==> src/rtl/core/ctgr_pkg.sv <==
package ctgr_pkg;

   // glyph cell geometry
   localparam int GLYPH_ROWS = 5;
   localparam int GLYPH_COLS = 3;
   localparam int GLYPH_BITS = GLYPH_ROWS * GLYPH_COLS;
   localparam logic [15:0] ADVANCE = 16'd4;

   // queue between front and back
   localparam int QDEPTH = 2;
   localparam int QPTR_W = $clog2(QDEPTH);

   // register indexes
   localparam logic [2:0] CSR_ORIGIN_X    = 3'd0;
   localparam logic [2:0] CSR_ORIGIN_Y    = 3'd1;
   localparam logic [2:0] CSR_CLIP_LEFT   = 3'd2;
   localparam logic [2:0] CSR_CLIP_TOP    = 3'd3;
   localparam logic [2:0] CSR_CLIP_WIDTH  = 3'd4;
   localparam logic [2:0] CSR_CLIP_HEIGHT = 3'd5;
   localparam logic [2:0] CSR_INK_COLOR   = 3'd6;

   // register reset values
   localparam logic [7:0]  CLIP_SIZE_RESET = 8'd255;
   localparam logic [15:0] INK_RESET       = 16'hFFFF;

   typedef struct packed {
      logic [15:0] origin_x;
      logic [15:0] origin_y;
      logic [15:0] clip_left;
      logic [15:0] clip_top;
      logic [7:0]  clip_width;
      logic [7:0]  clip_height;
      logic [15:0] ink_color;
   } cfg_type;

   // one character for the back end: clipped pixel mask, bit r*3+c, and its cursor x
   typedef struct packed {
      logic [GLYPH_BITS-1:0] mask;
      logic [15:0]           cx;
   } job_type;

endpackage

==> src/rtl/core/ctgr_front.sv <==
module ctgr_front import ctgr_pkg::*; (
   input  logic        clock,
   input  logic        reset,
   input  logic        push,
   input  logic [7:0]  req_text_byte,
   input  logic        req_first,
   input  logic        q_full,
   input  cfg_type     cfg,
   output logic        q_push,
   output job_type     q_data
);

   localparam logic [7:0] SPACE = 8'h20;

   // two-byte sequences to base letters, anything else to space
   function automatic logic [7:0] pair_code(input logic [7:0] lead, input logic [7:0] n);
      logic [7:0] code;
      code = SPACE;
      case (lead)
         8'hC3: begin
            if (n inside {8'hB3, 8'h93}) code = "O";
         end
         8'hC4: begin
            if (n inside {8'h85, 8'h84}) code = "A";
            else if (n inside {8'h87, 8'h86}) code = "C";
            else if (n inside {8'h99, 8'h98}) code = "E";
         end
         8'hC5: begin
            if (n inside {8'h82, 8'h81}) code = "L";
            else if (n inside {8'h84, 8'h83}) code = "N";
            else if (n inside {8'h9B, 8'h9A}) code = "S";
            else if (n inside {8'hBA, 8'hB9, 8'hBC, 8'hBB}) code = "Z";
         end
         default: code = SPACE;
      endcase
      return code;
   endfunction

   // font: one octal digit per row, top row first, MSB is the left column
   function automatic logic [14:0] glyph_rows(input logic [7:0] raw);
      logic [7:0]  code;
      logic [14:0] g;
      code = raw;
      if (raw inside {[8'h61:8'h7A]}) code = raw - 8'd32;
      case (code)
         "A": g = 15'o25755;  "B": g = 15'o65656;  "C": g = 15'o34443;
         "D": g = 15'o65556;  "E": g = 15'o74647;  "F": g = 15'o74644;
         "G": g = 15'o34553;  "H": g = 15'o55755;  "I": g = 15'o72227;
         "J": g = 15'o11152;  "K": g = 15'o55655;  "L": g = 15'o44447;
         "M": g = 15'o57755;  "N": g = 15'o57775;  "O": g = 15'o25552;
         "P": g = 15'o65644;  "Q": g = 15'o25573;  "R": g = 15'o65655;
         "S": g = 15'o34216;  "T": g = 15'o72222;  "U": g = 15'o55557;
         "V": g = 15'o55552;  "W": g = 15'o55775;  "X": g = 15'o55255;
         "Y": g = 15'o55222;  "Z": g = 15'o71247;
         "0": g = 15'o75557;  "1": g = 15'o26227;  "2": g = 15'o61247;
         "3": g = 15'o61216;  "4": g = 15'o55711;  "5": g = 15'o74616;
         "6": g = 15'o34652;  "7": g = 15'o71222;  "8": g = 15'o25252;
         "9": g = 15'o25316;
         "!": g = 15'o22202;  ".": g = 15'o00002;  ",": g = 15'o00024;
         ":": g = 15'o02020;  "?": g = 15'o61202;  "/": g = 15'o11244;
         8'h27: g = 15'o22000;
         "-": g = 15'o00700;
         default: g = 15'o00000;
      endcase
      return g;
   endfunction

   logic [15:0] cursor_ff, cursor_in;
   logic [7:0]  lead_ff, lead_in;
   logic        pend_ff, pend_in;
   logic        stop_ff, stop_in;

   logic              accept;
   logic [15:0]       cx;
   logic              pend_eff, stop_eff;
   logic              complete;
   logic [7:0]        code;
   logic [14:0]       rows;
   logic signed [16:0] cx17, lim17;
   logic              stop_hit, far_left;
   logic [15:0]       right, bottom, py, px;
   logic [GLYPH_ROWS-1:0] row_ok;
   logic [GLYPH_COLS-1:0] col_ok;
   logic [GLYPH_BITS-1:0] mask;

   assign accept = push && !q_full;

   // string state seen by this byte
   always_comb begin
      cx       = req_first ? cfg.origin_x : cursor_ff;
      pend_eff = req_first ? 1'b0 : pend_ff;
      stop_eff = req_first ? 1'b0 : stop_ff;
   end

   // classify: stopped, lead byte, pair completion or plain code
   always_comb begin
      cursor_in = cx;
      lead_in   = lead_ff;
      pend_in   = pend_eff;
      stop_in   = stop_eff;
      complete  = 1'b0;
      code      = req_text_byte;
      if (!stop_eff) begin
         if (pend_eff) begin
            code     = pair_code(lead_ff, req_text_byte);
            pend_in  = 1'b0;
            complete = 1'b1;
         end else if (req_text_byte[7]) begin
            lead_in = req_text_byte;
            pend_in = 1'b1;
         end else begin
            complete = 1'b1;
         end
      end
      cx17     = {cx[15], cx};
      lim17    = {cfg.clip_left[15], cfg.clip_left} + {9'd0, cfg.clip_width};
      stop_hit = cx17 > lim17;
      far_left = (cx17 + 17'sd3) < $signed({cfg.clip_left[15], cfg.clip_left});
      if (complete) begin
         if (stop_hit) stop_in = 1'b1;
         else cursor_in = cx + ADVANCE;
      end
   end

   // clip window against the 3x5 cell
   always_comb begin
      rows   = glyph_rows(code);
      right  = cfg.clip_left + {8'd0, cfg.clip_width};
      bottom = cfg.clip_top + {8'd0, cfg.clip_height};
      py     = '0;
      px     = '0;
      for (int r = 0; r < GLYPH_ROWS; r++) begin
         py = cfg.origin_y + 16'(r);
         row_ok[r] = ($signed(py) >= $signed(cfg.clip_top)) && ($signed(py) < $signed(bottom));
      end
      for (int c = 0; c < GLYPH_COLS; c++) begin
         px = cx + 16'(c);
         col_ok[c] = ($signed(px) >= $signed(cfg.clip_left)) && ($signed(px) < $signed(right));
      end
      for (int r = 0; r < GLYPH_ROWS; r++) begin
         for (int c = 0; c < GLYPH_COLS; c++) begin
            mask[r*GLYPH_COLS+c] = rows[GLYPH_BITS-1-r*GLYPH_COLS-c] && row_ok[r] && col_ok[c];
         end
      end
   end

   assign q_data.mask = mask;
   assign q_data.cx   = cx;
   assign q_push      = accept && complete && !stop_hit && !far_left && (mask != '0);

   // string state
   always_ff @(posedge clock) begin
      if (reset) begin
         cursor_ff <= '0;
         lead_ff   <= '0;
         pend_ff   <= 1'b0;
         stop_ff   <= 1'b0;
      end else if (accept) begin
         cursor_ff <= cursor_in;
         lead_ff   <= lead_in;
         pend_ff   <= pend_in;
         stop_ff   <= stop_in;
      end
   end

endmodule

==> src/rtl/core/ctgr_queue.sv <==
module ctgr_queue import ctgr_pkg::*; (
   input  logic    clock,
   input  logic    reset,
   input  logic    wr_en,
   input  job_type wr_data,
   input  logic    rd_en,
   output job_type rd_data,
   output logic    nonempty,
   output logic    full
);

   job_type             slot_ff [QDEPTH];
   logic [QPTR_W-1:0]   wptr_ff, wptr_in;
   logic [QPTR_W-1:0]   rptr_ff, rptr_in;
   logic [QPTR_W:0]     count_ff, count_in;

   assign nonempty = count_ff != '0;
   assign full     = count_ff == (QPTR_W+1)'(QDEPTH);
   assign rd_data  = slot_ff[rptr_ff];

   // pointer and fill count
   always_comb begin
      wptr_in  = wptr_ff;
      rptr_in  = rptr_ff;
      count_in = count_ff;
      if (wr_en) begin
         wptr_in = (wptr_ff == QPTR_W'(QDEPTH - 1)) ? '0 : wptr_ff + 1'b1;
      end
      if (rd_en) begin
         rptr_in = (rptr_ff == QPTR_W'(QDEPTH - 1)) ? '0 : rptr_ff + 1'b1;
      end
      if (wr_en && !rd_en) count_in = count_ff + 1'b1;
      else if (rd_en && !wr_en) count_in = count_ff - 1'b1;
   end

   always_ff @(posedge clock) begin
      if (reset) begin
         wptr_ff  <= '0;
         rptr_ff  <= '0;
         count_ff <= '0;
      end else begin
         wptr_ff  <= wptr_in;
         rptr_ff  <= rptr_in;
         count_ff <= count_in;
      end
   end

   // storage
   always_ff @(posedge clock) begin
      if (wr_en) slot_ff[wptr_ff] <= wr_data;
   end

endmodule

==> src/rtl/core/ctgr_back.sv <==
module ctgr_back import ctgr_pkg::*; (
   input  logic        clock,
   input  logic        reset,
   input  cfg_type     cfg,
   input  logic        q_nonempty,
   input  job_type     q_head,
   output logic        q_pop,
   input  logic        pop,
   output logic        empty,
   output logic [15:0] rsp_pixel_x,
   output logic [15:0] rsp_pixel_y,
   output logic [15:0] rsp_pixel_color,
   output logic        rsp_last
);

   logic [GLYPH_BITS-1:0] mask_ff, mask_in;
   logic [15:0]           cx_ff, cx_in;
   logic                  busy_ff, busy_in;
   logic                  out_valid_ff, out_valid_in;
   logic [15:0]           px_ff, px_in;
   logic [15:0]           py_ff, py_in;
   logic [15:0]           color_ff, color_in;
   logic                  last_ff, last_in;

   logic                  advance, done;
   logic [GLYPH_BITS-1:0] low, rest;
   logic [2:0]            row;
   logic [1:0]            col;

   assign advance = busy_ff && (!out_valid_ff || pop);

   // lowest lit pixel of the current character
   always_comb begin
      low  = mask_ff & (~mask_ff + 1'b1);
      rest = mask_ff & ~low;
      done = rest == '0;
      row  = '0;
      col  = '0;
      for (int r = 0; r < GLYPH_ROWS; r++) begin
         for (int c = 0; c < GLYPH_COLS; c++) begin
            if (low[r*GLYPH_COLS+c]) begin
               row = 3'(r);
               col = 2'(c);
            end
         end
      end
   end

   // working character: step through its mask, load the next without a gap
   always_comb begin
      mask_in = mask_ff;
      cx_in   = cx_ff;
      busy_in = busy_ff;
      q_pop   = 1'b0;
      if (advance) begin
         mask_in = rest;
         if (done) busy_in = 1'b0;
      end
      if ((!busy_ff || (advance && done)) && q_nonempty) begin
         q_pop   = 1'b1;
         mask_in = q_head.mask;
         cx_in   = q_head.cx;
         busy_in = 1'b1;
      end
   end

   // output register
   always_comb begin
      out_valid_in = out_valid_ff && !pop;
      px_in        = px_ff;
      py_in        = py_ff;
      color_in     = color_ff;
      last_in      = last_ff;
      if (advance) begin
         out_valid_in = 1'b1;
         px_in        = cx_ff + {14'd0, col};
         py_in        = cfg.origin_y + {13'd0, row};
         color_in     = cfg.ink_color;
         last_in      = done;
      end
   end

   always_ff @(posedge clock) begin
      if (reset) begin
         busy_ff      <= 1'b0;
         out_valid_ff <= 1'b0;
      end else begin
         busy_ff      <= busy_in;
         out_valid_ff <= out_valid_in;
      end
   end

   always_ff @(posedge clock) begin
      mask_ff  <= mask_in;
      cx_ff    <= cx_in;
      px_ff    <= px_in;
      py_ff    <= py_in;
      color_ff <= color_in;
      last_ff  <= last_in;
   end

   assign empty           = !out_valid_ff;
   assign rsp_pixel_x     = px_ff;
   assign rsp_pixel_y     = py_ff;
   assign rsp_pixel_color = color_ff;
   assign rsp_last        = last_ff;

endmodule

==> src/rtl/core/clipped_text_glyph_rasterizer.sv <==
// A character's first pixel goes from the edge that takes its byte through the queue slot,
// the back end's working character register and the output register to the result ports.
// The back end puts out one pixel per cycle while results are popped, so a character with n lit
// pixels gives n results (at most 15); bytes that draw nothing never reach the queue.
// Reset (synchronous, active high) clears the queue, the output and the string state, and
// returns the configuration registers to their reset values.
module clipped_text_glyph_rasterizer import ctgr_pkg::*; (
   input  logic        clock,
   input  logic        reset,
   input  logic        push,
   output logic        full,
   input  logic [7:0]  req_text_byte,
   input  logic        req_first,
   output logic        empty,
   input  logic        pop,
   output logic [15:0] rsp_pixel_x,
   output logic [15:0] rsp_pixel_y,
   output logic [15:0] rsp_pixel_color,
   output logic        rsp_last,
   input  logic        csr_valid,
   output logic        csr_ready,
   input  logic [2:0]  csr_index,
   input  logic [15:0] csr_data
);

   cfg_type cfg_ff, cfg_in;
   logic    q_push, q_pop, q_nonempty;
   job_type q_wdata, q_head;

   assign csr_ready = 1'b1;

   // configuration registers
   always_comb begin
      cfg_in = cfg_ff;
      if (csr_valid) begin
         case (csr_index)
            CSR_ORIGIN_X:    cfg_in.origin_x    = csr_data;
            CSR_ORIGIN_Y:    cfg_in.origin_y    = csr_data;
            CSR_CLIP_LEFT:   cfg_in.clip_left   = csr_data;
            CSR_CLIP_TOP:    cfg_in.clip_top    = csr_data;
            CSR_CLIP_WIDTH:  cfg_in.clip_width  = csr_data[7:0];
            CSR_CLIP_HEIGHT: cfg_in.clip_height = csr_data[7:0];
            CSR_INK_COLOR:   cfg_in.ink_color   = csr_data;
            default:         cfg_in = cfg_ff;
         endcase
      end
   end

   always_ff @(posedge clock) begin
      if (reset) begin
         cfg_ff.origin_x    <= '0;
         cfg_ff.origin_y    <= '0;
         cfg_ff.clip_left   <= '0;
         cfg_ff.clip_top    <= '0;
         cfg_ff.clip_width  <= CLIP_SIZE_RESET;
         cfg_ff.clip_height <= CLIP_SIZE_RESET;
         cfg_ff.ink_color   <= INK_RESET;
      end else begin
         cfg_ff <= cfg_in;
      end
   end

   ctgr_front u_front (
      .clock         (clock),
      .reset         (reset),
      .push          (push),
      .req_text_byte (req_text_byte),
      .req_first     (req_first),
      .q_full        (full),
      .cfg           (cfg_ff),
      .q_push        (q_push),
      .q_data        (q_wdata)
   );

   ctgr_queue u_queue (
      .clock    (clock),
      .reset    (reset),
      .wr_en    (q_push),
      .wr_data  (q_wdata),
      .rd_en    (q_pop),
      .rd_data  (q_head),
      .nonempty (q_nonempty),
      .full     (full)
   );

   ctgr_back u_back (
      .clock           (clock),
      .reset           (reset),
      .cfg             (cfg_ff),
      .q_nonempty      (q_nonempty),
      .q_head          (q_head),
      .q_pop           (q_pop),
      .pop             (pop),
      .empty           (empty),
      .rsp_pixel_x     (rsp_pixel_x),
      .rsp_pixel_y     (rsp_pixel_y),
      .rsp_pixel_color (rsp_pixel_color),
      .rsp_last        (rsp_last)
   );

endmodule

==> config.mk <==
export PLATFORM = sky130hd
export DESIGN_NAME = clipped_text_glyph_rasterizer
export DESIGN_NICKNAME = d
export VERILOG_FILES = /design/src/rtl/core/ctgr_pkg.sv /design/src/rtl/core/ctgr_front.sv /design/src/rtl/core/ctgr_queue.sv /design/src/rtl/core/ctgr_back.sv /design/src/rtl/core/clipped_text_glyph_rasterizer.sv
export SDC_FILE = /design/constraint.sdc
export NUM_CORES = 1
export LEC_CHECK = 0
export ABC_AREA = 1
export BUFFER_PORTS_ARGS = -buffer_cell sky130_fd_sc_hd__clkbuf_2
export CAP_MARGIN = 10
export CORE_MARGIN = 8
export CORE_UTILIZATION = 45
export DETAILED_ROUTE_END_ITERATION = 6
export PLACE_DENSITY = 0.62
export SLEW_MARGIN = 20
export SYNTH_ARGS = -nofsm -noshare
export SYNTH_HDL_FRONTEND = slang
export SYNTH_SLANG_ARGS = --single-unit
==> constraint.sdc <==
create_clock -name clock -period 10.8 [get_ports clock]
set_input_delay 1.62 -clock clock [delete_from_list [all_inputs] [get_ports clock]]
set_output_delay 1.62 -clock clock [all_outputs]
set_load 0.005 [all_outputs]
# Word-level counts from Yosys, hierarchy flattened
# Memory sizes are Yosys's and may differ from the RTL's. A register that Yosys moved wholly into a read port is not among the register bits.
# Cells that the tools add are included.
word_totals:
  reg_bits: 208
  ram_bits: 62
  mem_bits_ro: 1920
  input_bits: 33
  wordCells: 247
  n_memories: 2
memory_table:
  columns: ["name", "words", "word_bits", "read_ports", "rd_ports_with_merged_regs", "wr", "line_no", "source"]
  rows:
  - ["(name not given)", 128, 15, 1, 0, 0, "ctgr_front.sv:45", "case (code)"]
  - ["u_queue.slot_ff", 2, 31, 1, 1, 1, "ctgr_queue.sv:12", "job_type slot_ff [QDEPTH];"]
op_classes:
  addsub: 19
  n_lt_le_gt_ge: 20
  n_eq_ne: 27
  muxes: 67
  bitwise: 6
  reduce_logical: 84
op_table:
  columns: ["op", "n"]
  rows:
  - ["$eq 8x8->1 const B", 20]
  - ["$ge 16x16->1", 8]
  - ["$lt 16x16->1", 8]
  - ["$mux 8", 8]
  - ["$logic_and 1x1->1", 50]
  - ["$add 16x2->16 const B", 3]
  - ["$mux 16", 3]
  - ["$mux 15", 3]
  - ["$mux 2", 21]
  - ["$add 16x1->16 const B", 2]
  - ["$add 16x3->16 const B", 2]
  - ["$add 16x8->16", 2]
  - ["$and 15x15->15", 2]
  - ["$not 15->15", 2]
  - ["$mux 1", 25]
  - ["$pmux 8 s3", 1]
  - ["$reduce_bool 2->1", 11]
  - ["$mux 7", 3]
  - ["$add 16x3->17 const B", 1]
  - ["$add 16x9->17", 1]
  - ["$gt 16x17->1", 1]
  - ["$lt 17x16->1", 1]
  - ["$add 16x2->16", 1]
  - ["$add 16x3->16", 1]
  - ["other kinds (21)", 43]

# Longest topological paths before layout
# An unclocked memory read counts as a cell.
depth:
  ltp_word: 22
  ltp_mapped: 38
  mapped_depth_nobuf: 36

# By module
# From an unflattened synthesis, not the netlist that was laid out.
hier_totals:
  cells_unflattened: 2967
  area_unflattened_um2: 22370.2
by_module_without_submodules:
  columns: ["module", "instances", "cells_each", "area_each_um2", "seq_area_each_um2"]
  rows:
  - ["ctgr_front", 1, 1977, 12331.8, 520.5]
  - ["ctgr_back", 1, 342, 3796.1, 2442.3]
  - ["clipped_text_glyph_rasterizer", 1, 519, 3771.1, 1921.8]
  - ["ctgr_queue", 1, 129, 2471.1, 1961.9]

# Worst setup path after synthesis
# OpenSTA, ideal clock, no wires.
synth_timing:
  path_kind: "input port to flip-flop"
  startpoint: "input port req_first"
  endpoint: "memory u_queue.slot_ff[0][0] in the netlist's numbering, enable pin"
  t_arrival_ns: 6.614
  required_time_ns: 10.381
  setup_slack_ns: 3.766
  path_stages: 34
  path_cell_list: "buf_4 inv_4 clkbuf_1 or2_2 o21ai_1 inv_1 ha_1 inv_1 nor2_1 inv_1 nor2_1 nand2_1 xor2_1 nor2_1 a21oi_1 ha_1 nand2_1 nor4_1 nand2_1 nand2_1 nand2_1 nand3_1 nand2_1 inv_1 nand3_1 nor2_1 nand3_1 nand2_1 nor2_1 nand2_1 nor2_1 nor2_2 inv_1 nor2_1"
synth_rtl:
  columns: ["element", "line_no", "source"]
  rows:
  - ["start, declared", "clipped_text_glyph_rasterizer.sv:13", "input logic req_first,"]
  - ["end, declared", "ctgr_queue.sv:12", null]

# Worst setup path in the final report
layout_timing:
  startpoint: "input port req_first"
  endpoint: "memory u_queue.slot_ff[0][3] in the netlist's numbering, enable pin"
layout_between:
  elab_chain_cells: 14
  elab_cells_between_ends: 67
  classes_between: "4 x add/sub; 10 x order compare; 11 x mux; 41 x reduce/logical; 1 x memory"
layout_lines:
  columns: ["element", "line_no", "source"]
  rows:
  - ["$mux 1", "ctgr_front.sv:91", "pend_eff = req_first ? 1'b0 : pend_ff;"]
  - ["$mux 8", "ctgr_front.sv:104", "if (pend_eff) begin"]
  - ["$mux 8", "ctgr_front.sv:103", "if (!stop_eff) begin"]
  - ["$ge 8x7->1 or $le 8x7->1 (tied branches)", "ctgr_front.sv:44", "if (raw inside {[8'h61:8'h7A]}) code = raw - 8'd32;"]
  - ["$logic_and 1x1->1", "ctgr_front.sv:44", null]
  - ["$mux 8", "ctgr_front.sv:44", null]
  - ["$mem_v2 128x15", null, null]
  - ["$mux 15", "ctgr_front.sv:45", null]
  - ["$logic_and 1x1->1 (2 in series)", "ctgr_front.sv:142", "mask[r*GLYPH_COLS+c] = rows[GLYPH_BITS-1-r*GLYPH_COLS-c] && row_ok[r] && col_ok[c];"]
  - ["$reduce_bool 15->1", "ctgr_front.sv:149", "assign q_push = accept && complete && !stop_hit && !far_left && (mask != '0);"]
  - ["$logic_and 1x1->1 *", "ctgr_front.sv:149", null]
  - ["named net q_push", "clipped_text_glyph_rasterizer.sv:27", "logic q_push, q_pop, q_nonempty;"]
  - ["$mux 1 *", "ctgr_queue.sv:50", "if (wr_en) slot_ff[wptr_ff] <= wr_data;"]
  - ["$mux 1 (implied by the code) *", "ctgr_queue.sv:50", null]
# Mark *: on every way through the listed nets, which the timed path passes. The rest lies on a longest branch.

==> reports/qor.csv <==
metric,value,unit
cts_hold_buf,0,
ant_nets,0,
synth-edff-count,142,
core,46600,um2
cts_resized,0,
rsz0062_at_grt,no,
drv_slew,0,
postLayoutSetupSlackWorst,3500,ps
synth_ff_type,edfxtp_1,
synth.most_common_cell,nand2_1,
grt-ovfl-total,0,
io_buffers,83,
avgSynthCellArea,7.77,um2
synthCells,2732,
gp_congestion,0.946,
yosys_register_bits,271,
drt-pass1-iter-count,6,
yosys-top-cells-count,"nand2_1 (517), ha_1 (302), inv_1 (286), nor2_1 (260), a21oi_1 (242)",
worst_pin_slew,1040,ps
dpl_cell_area,22300,um2
cts_tree,built,
yosysWarningCount,0,
cp-end-kind,flop,
slew_headroom,29.7,%
synth-seq-area-share,32.2,%
critPathMaxStageDelay,660,ps
cts.sinks,271,
gr-usage-all-layers,23.5,%
tns,0,ps
clock_skew,23.8,ps
fp.dieH,233,um
p_leak,10.8,nW
crit_type,input pin to flop,
synth_top_family_by_area,simple AND/OR/NAND/NOR gates,
post-route-period-util,67.6,%
rr_startpoint,cfg_ff[48],
root_buffer,clkbuf_16,
vias_per_cell,5.53,
status,completed,
min_path_type,flop to flop,
wire_per_inst,19.0,um
ir_worst_vdd,0.136,mV
finalWirelength,65100,um
synth_area_leaders,"edfxtp_1 (20%), ha_1 (18%), dfxtp_1 (12%)",
synth_xor_area_share,6.06,%
synth-adder-area-share,18.2,%
cp.arrival,7560,ps
area_growth,9.25,%
num-nets-final,3140,
htreeDepth,1,
grt_max_degree,97,
holdWs,434,ps
grt_pass1_vias,18400,
muxShareOfSynthArea,0.895,%
hpwl,51900,um
cts_buffers,31,
clk_path_buf_depth,3,
num_rows,79,
synth_cell_types,56,
slowest_stage,nor2_2,
finalPower,0.00359,W
hold_path_startpoint,cfg_ff[10],
layout-drive-gt1-share,7.75,%
final_cell_area,23200,um2
start_util,45.6,%
hold_viol_final,0,
syn_area,21200,um2
dieWidth,233,um
drc,0,
ys_async_sr_fraction,0,%
critPathMaxFanout,18,
synth_nets,3071,
synth_top_area_cell,edfxtp_1,
grt_pass1_wl,101000,um
required,11070,ps
vias,19000,
die_area,54400,um2
start_kind,input pin,
drt_iter0_drc,1364,
cp-startpoint,req_first,
synth_top_area_share,20.1,%
synth_compound_area_share,13.8,%
grt_antenna_before_repair,0,
synthSimpleGateAreaFrac,22.1,%
finalCriticalPeriod,7300,ps
timing.fmax,137,MHz
antenna_cells,0,
path_common_cell,nand2_1,
setup_viol,0,
dp_slack,3000,ps
clkLatencyLatePin,600,ps
ios,85,
p_per_area,154,nW/um2
post_cts_buffers,0,
cts.reportedPaths.clkPinSlew,60,ps
drv_cap,0,
-- critical path: cells and delay by family --
| kind | cells | cell delay [ps] |
|---|---|---|
| adder cells (fa/ha/maj) | 1 | 380 |
| XOR/XNOR | 1 | 200 |
| AO/OA/AOI/OAI | 1 | 170 |
| buffers and inverters | 7 | 1290 |
| AND/OR/NAND/NOR | 21 | 3850 |
-- final timing paths --
path / to / cells past startpoint / slack (ps)
hold reg to reg: u_back.rsp_pixel_color[10] / 0 / 430
setup / recovery: u_queue.slot_ff[0][3] / 31 / 3500
setup reg to reg: u_queue.slot_ff[0][3] / 33 / 3520
hold / removal: u_back.rsp_pixel_color[10] / 0 / 430
-- through the flow --
| stage | instances | util (%) |
|---|---|---|
| floorplan | 2732 | - |
| global placement | 3375 | 47.8 |
| detailed placement | 3375 | 47.8 |
| CTS | 3432 | 49.8 |
| global route | 3432 | 49.8 |
| finish | 3432 | 49.8 |
-- cell type report --
cell class              instances  area, um2
repair buffers                 98        528
fillers                      4592      23400
multi-input cells            2093      13000
well taps                     607        759
clock inverters                19        141
flip-flops and latches        271       6850
inverters                     306       1150
clock buffers                  38        812
-- report_power, final --
part           switching [W]  total, W  internal [W]
Clock               0.000430  0.000988      0.000558
Sequential         0.0000829   0.00138       0.00130
Combinational       0.000820   0.00122      0.000397
-- flip-flops by register name, indices dropped and copies added, names as in the netlist, 2 cells and up, named ones only --
register / flops
u_front.cursor_ff: 16
u_back.rsp_pixel_y: 16
u_back.mask_ff: 15
u_back.cx_ff: 16
u_queue.slot_ff: 62
u_front.lead_ff: 8
u_back.rsp_pixel_x: 16
u_queue.count_ff: 2
u_back.rsp_pixel_color: 16
cfg_ff: 96
-- metal layers --
layer | vias to the layer above | GRT usage, % | wire [um]
li1 | 9448 | - | -
met1 | 8891 | 31.2 | 29000
met2 | 525 | 39.5 | 30400
met3 | 102 | 2.40 | 3520
met4 | 0 | 7.84 | 2190
met5 | - | 0 | 0
-- cells in the final DEF, fill, tap and decap left out, drive strengths merged, types with 2 or more instances in the layout --
cell / netlist / final
xor2: 134 / 134
o31ai: 7 / 7
clkinv: 12 / 25
nor2: 272 / 272
a211oi: 8 / 8
o21ai: 208 / 208
dfxtp: 129 / 129
inv: 294 / 296
edfxtp: 142 / 142
nand3b: 12 / 12
or2: 18 / 18
a21boi: 2 / 2
nand4: 39 / 39
and2: 2 / 2
o21bai: 11 / 11
buf: 19 / 15
mux2: 16 / 16
clkbuf: 43 / 121
fa: 4 / 4
a21o: 2 / 2
a21oi: 244 / 244
o211ai: 32 / 32
o21a: 9 / 9
o221ai: 6 / 6
a31oi: 3 / 3
nor3b: 4 / 4
nor3: 41 / 41
ha: 302 / 302
xnor2: 13 / 13
nand3: 155 / 155
nand2: 526 / 526
nor4: 15 / 15
clkinvlp: 0 / 3
-- logic make-up (layout without fill, tap and decap cells) --
kind of cell,count (synthesis),in the layout
buf+inv,368,461
mux,17,17
fa+ha+maj,306,306
other cells,1,1
xor+xnor,147,147
compound gates,536,536
simple gates,1086,1086
flops,271,271
No activity file was read; power rests on OpenSTA's default activity.
